<file path="src/design/tlac_pkg.sv">
// Shared constants, types and controller states for the transpose list cost block.
`timescale 1ns / 1ps

package tlac_pkg;

    localparam int ENTRIES   = 1024;
    localparam int IDX_W     = $clog2(ENTRIES);
    localparam int FIELD_W   = 10;
    localparam int PAGE_W    = 11;
    localparam int COST_W    = 11;
    localparam int TOTAL_W   = 48;
    localparam int DIV_CNT_W = $clog2(IDX_W + 1);
    localparam int ADDR_W    = 3;
    localparam int DATA_W    = 32;

    localparam int COST_MAX = 2 ** COST_W - 1;
    localparam logic [TOTAL_W-1:0] TOTAL_MAX = {TOTAL_W{1'b1}};

    // word index of each configuration register (paddr[2])
    localparam logic REG_ENTRIES_PER_PAGE = 1'b0;

    localparam logic KIND_LOAD   = 1'b0;
    localparam logic KIND_ACCESS = 1'b1;

    typedef enum logic [3:0] {
        ST_IDLE,
        ST_LOAD,
        ST_POS_RD,
        ST_POS_CAP,
        ST_RD_HERE,
        ST_RD_PREV,
        ST_WR_A,
        ST_WR_B,
        ST_PP_WR,
        ST_PI_RD,
        ST_PI_WR,
        ST_WAIT
    } tlac_state_t;

    typedef struct packed {
        logic latch;
        logic load_wr;
        logic pos_cap;
        logic ord_rd_prev;
        logic ord_wr_a;
        logic ord_wr_b;
        logic pp_wr;
        logic pi_wr;
        logic finish;
    } tlac_cmd_t;

    typedef struct packed {
        logic pos_zero;
        logic div_done;
    } tlac_stat_t;

endpackage

</file>
<file path="src/design/tlac_ctrl.sv">
// Controller: sequences table reads, the swap and the result transfer.
`timescale 1ns / 1ps

module tlac_ctrl
(
    input  logic                  clk,
    input  logic                  rst_n,
    input  logic                  start,
    input  logic                  kind,
    input  tlac_pkg::tlac_stat_t  stat,
    output tlac_pkg::tlac_cmd_t   cmd,
    output logic                  busy
);
    import tlac_pkg::*;

    tlac_state_t state_reg, state_next;

    always_ff @(posedge clk or negedge rst_n)
    begin
        if (!rst_n)
        begin
            state_reg <= ST_IDLE;
        end
        else
        begin
            state_reg <= state_next;
        end
    end

    always_comb
    begin
        state_next = state_reg;
        cmd        = '0;
        case (state_reg)
            ST_IDLE:
            begin
                if (start)
                begin
                    cmd.latch  = 1'b1;
                    state_next = (kind == KIND_ACCESS) ? ST_POS_RD : ST_LOAD;
                end
            end
            ST_LOAD:
            begin
                cmd.load_wr = 1'b1;
                cmd.finish  = 1'b1;
                state_next  = ST_IDLE;
            end
            ST_POS_RD:
            begin
                state_next = ST_POS_CAP;
            end
            ST_POS_CAP:
            begin
                // launch the divider; skip the swap for the head of the list
                cmd.pos_cap = 1'b1;
                state_next  = stat.pos_zero ? ST_WAIT : ST_RD_HERE;
            end
            ST_RD_HERE:
            begin
                state_next = ST_RD_PREV;
            end
            ST_RD_PREV:
            begin
                cmd.ord_rd_prev = 1'b1;
                state_next      = ST_WR_A;
            end
            ST_WR_A:
            begin
                cmd.ord_wr_a = 1'b1;
                state_next   = ST_WR_B;
            end
            ST_WR_B:
            begin
                cmd.ord_wr_b = 1'b1;
                state_next   = ST_PP_WR;
            end
            ST_PP_WR:
            begin
                cmd.pp_wr  = 1'b1;
                state_next = ST_PI_RD;
            end
            ST_PI_RD:
            begin
                state_next = ST_PI_WR;
            end
            ST_PI_WR:
            begin
                cmd.pi_wr  = 1'b1;
                state_next = ST_WAIT;
            end
            ST_WAIT:
            begin
                if (stat.div_done)
                begin
                    cmd.finish = 1'b1;
                    state_next = ST_IDLE;
                end
            end
            default:
            begin
                state_next = ST_IDLE;
            end
        endcase
    end

    assign busy = (state_reg != ST_IDLE);

endmodule

</file>
<file path="config.mk">
export PLATFORM = sky130hd
export DESIGN_NAME = tlac_ctrl
export DESIGN_NICKNAME = d
export VERILOG_FILES = /design/src/design/tlac_pkg.sv /design/src/design/tlac_ctrl.sv
export SDC_FILE = /design/constraint.sdc
export NUM_CORES = 1
export LEC_CHECK = 0
export BUFFER_PORTS_ARGS = -buffer_cell sky130_fd_sc_hd__clkbuf_2
export CORE_AREA = 4 4 41 43
export DETAILED_ROUTE_END_ITERATION = 8
export DIE_AREA = 0 0 45 47
export PLACE_DENSITY = 0.51
export SETUP_SLACK_MARGIN = 0.1
export SLEW_MARGIN = 20
export SYNTH_ARGS = -nofsm -noshare
export SYNTH_HDL_FRONTEND = slang
export SYNTH_SLANG_ARGS = --single-unit
</file>
<file path="constraint.sdc">
create_clock -name clk -period 2 [get_ports clk]
set_input_delay 0.1 -clock clk [delete_from_list [all_inputs] [get_ports clk]]
set_output_delay 0.1 -clock clk [all_outputs]
set_load 0.05 [all_outputs]
</file>
==> impl_results.md <==
- Clock root buffer: clkbuf_4
- Site Rows: 13
- Worst-path cell chain: or2b_1, nor2_1, clkbuf_2
- First-pass GRT wire length: 1.497 mm
- Fmax achieved: ~0.62 GHz
- Cells after DPL: 76
- Yosys warns: 0
- Hold WC Path Type: primary input to register
- DR WL/cell: 11.53 µm
- Layout Cells excl Fill: 80
- Final Cell Area: 470.5 µm²
- Origin of the worst setup path: state_reg[2]
- Overflow after GRT: 0
- Reg clk slew, reported paths: 40 ps
- Initial core utilization: 28.94%
- Sink Count: 4
- DRT Pass-1 Iters: 2
- Port Buffers: 15
- Synth Register Bits: 4
- Fin. max-slew vios: 0
- Total Routed Length: 922 µm
- H-tree levels: 1
- Worst Path Required: 1900 ps
- Clk buf depth: 2
- Crit Path Max Fanout: 12
- Post-synthesis instance total: 50
- Largest net degree at the start of global routing: 16
- Critical Setup Path Class: register to output pin
- Startpoint types: register
- CP max stage delay: 530 ps
- Antenna Nets Post-Route: 0
- Drt first-iter violations: 5
- CTS Buf Count: 3
- Layout cell share with drive strength beyond 1: 30.77%
- Crit end category: output pin
- Skew final: about 1.4 ps
- Cell Area, Synth: 376.6 µm²
- Crit path setup slack, layout: roughly 400 ps
- DIE AREA: 2115 µm²
- Final HPWL DP: between 700 and 800 µm
- Antenna diode count: 0
- Post-DR vias/cell: around 5.0
- Max reg flops: 4
- EDFF count, synth: 0
- # IOs: 16
- Avg Cell Area, Syn: between 7 and 8 µm²
- Worst slack, placed: 545.4 ps
- Asr flop ratio synth: 100.0%
- Syn Nets: 56
- Die W: 45 µm
- Syn-to-layout area delta: 24.92%
- Worst Path Buf+Inv: 1
- Slowest stage cell, crit path: dfrtp_1
- NumNets Final: 73
- Total number of vias: around 400
- Period minus WS final: around 1600 ps
- Vert. Die Dim: 47 µm
- Max_cap viols: 0
- Fin Setup TNS: 0 ps
- Synth Flop Type: dfrtp_1
- Post-synthesis cell type count: 25
- GPL Wtd Cong: 0.7974
- Max VDD drop: 704.9 µV
- DP Area: 437.9 µm²
- GRT Overall Usage: around a tenth
- R2r startpoint: state_reg[1]
- Unrepaired setup endpoints after global routing: no
- Hold_sp: stat[0]
- Hold Slack: 188.1 ps
- CTS tree: done
- Sequential fraction of the synthesis area: 26.58%
- Worst Path Arrival: approximately 1500 ps
- Slew margin rel.: 72.61%
- Fin crit share: approximately four fifths
- Setup-failing EPs final: 0
- Status: finished clean
- Post-CTS Setup Inserts: 0
- Final Hold Viols: 0
- Measured slew at the worst slew-check pin: 410.8 ps
- Core area: 1301 µm²
- Power Density: 1717 nW/µm²
- Vias in the first global route: between 300 and 400
- # DRC: 0
- CP delay by family, top: flip-flops
- Initial antenna violation count: 0
- Clock Latency Late Sink: 240 ps
- LEAKAGE: around 0.24 nW
-- cell type report --
type,count,area [µm²]
Fill cell,155,830.8
Multi-Input combinational cell,40,236.5
Sequential cell,4,100.1
Timing Repair Buffer,16,85.08
Clock buffer,3,22.52
Tap cell,15,18.77
Inverter,2,7.507
-- power breakdown --
| part | switching [mW] | internal, mW | total, mW | leakage (nW) |
|---|---|---|---|---|
| combinational | 0.343 | 0.153 | 0.497 | 0.170 |
| clock | 0.0335 | 0.0671 | 0.101 | 0.0138 |
| sequential | 0.0989 | 0.112 | 0.210 | 0.0517 |
-- cell families after synthesis --
| group | after synthesis | synth area share, % |
|---|---|---|
| buffers and inverters | 6 | 11.96 |
| muxes | 1 | 2.658 |
| AOI/OAI and AO/OA | 11 | 19.27 |
| DFF | 4 | 26.58 |
| and+or+nand+nor | 28 | 39.53 |
-- repair_timing --
item                      in CTS  in global routing
hold buffers                   1                  0
hold endpoints to repair       4                  0
resized for setup              0                  0
-- path summary, 6_finish.rpt --
check / cells past startpoint / slack (ps) / end
setup reg to reg: 4 / 530 / state_reg[0]
max in group asynchronous: 2 / 1670 / state_reg[3]
hold / removal: 3 / 190 / state_reg[1]
min in group asynchronous: 2 / 210 / state_reg[0]
setup / recovery: 3 / 400 / cmd[3]
hold reg to reg: 1 / 710 / state_reg[2]
-- routing by layer --
layer | GRT usage, % | wire length [µm] | up-vias
met2 | 14.41 | 445 | 11
met4 | 3.509 | 0 | 0
met3 | 4.598 | 54 | 0
met5 | 0 | 0 | -
li1 | - | - | 209
met1 | 12.53 | 422 | 182
-- metrics by stage --
step / util (%) / total power, mW
6_report: 36.15 / 0.8077
5_1_grt: 36.15 / 0.8715
4_1_cts: 36.15 / 0.8170
3_5_place_dp: 33.65 / 0.7124
3_3_place_gp: 33.65 / 0.7144
2_1_floorplan: - / 0.6473
-- tightest hold or removal path: stages --
cell and delay, ps:
clkbuf_2 110, or3_1 120, o21ai_1 60
-- cells in the final DEF (no fill, tap or decap) --
master and n:
nor2_1 9, a311oi_1 1, nand2b_1 4, and3_1 2, a31oi_1 1, or2b_1 1, nand2_1 1, a21oi_1 1
mux2i_1 1, a21boi_1 1, clkbuf_2 15, o32ai_1 1, dlygate4sd3_1 1, and2_1 1, dfrtp_1 4, or3_1 2
nor3_2 1, nand2_4 1, inv_1 2, o21ai_0 2, o21ai_1 2, o2bb2ai_1 1, nor4_1 1, clkbuf_4 3
nand3_1 3, o31ai_1 1, nor3_1 2
-- synth_stat cells, types with 2 or more instances --
master	number	area (µm²)
and3_1	2	12.51
buf_4	2	15.01
buf_6	2	22.52
dfrtp_1	4	100.1
inv_1	2	7.510
nand2b_1	4	25.02
nand3_1	3	15.01
nor2_1	9	33.78
nor3_1	3	15.01
o21ai_0	2	10.01
o21ai_1	2	10.01
or3_1	2	12.51
No activity file was read; power rests on OpenSTA's default activity.
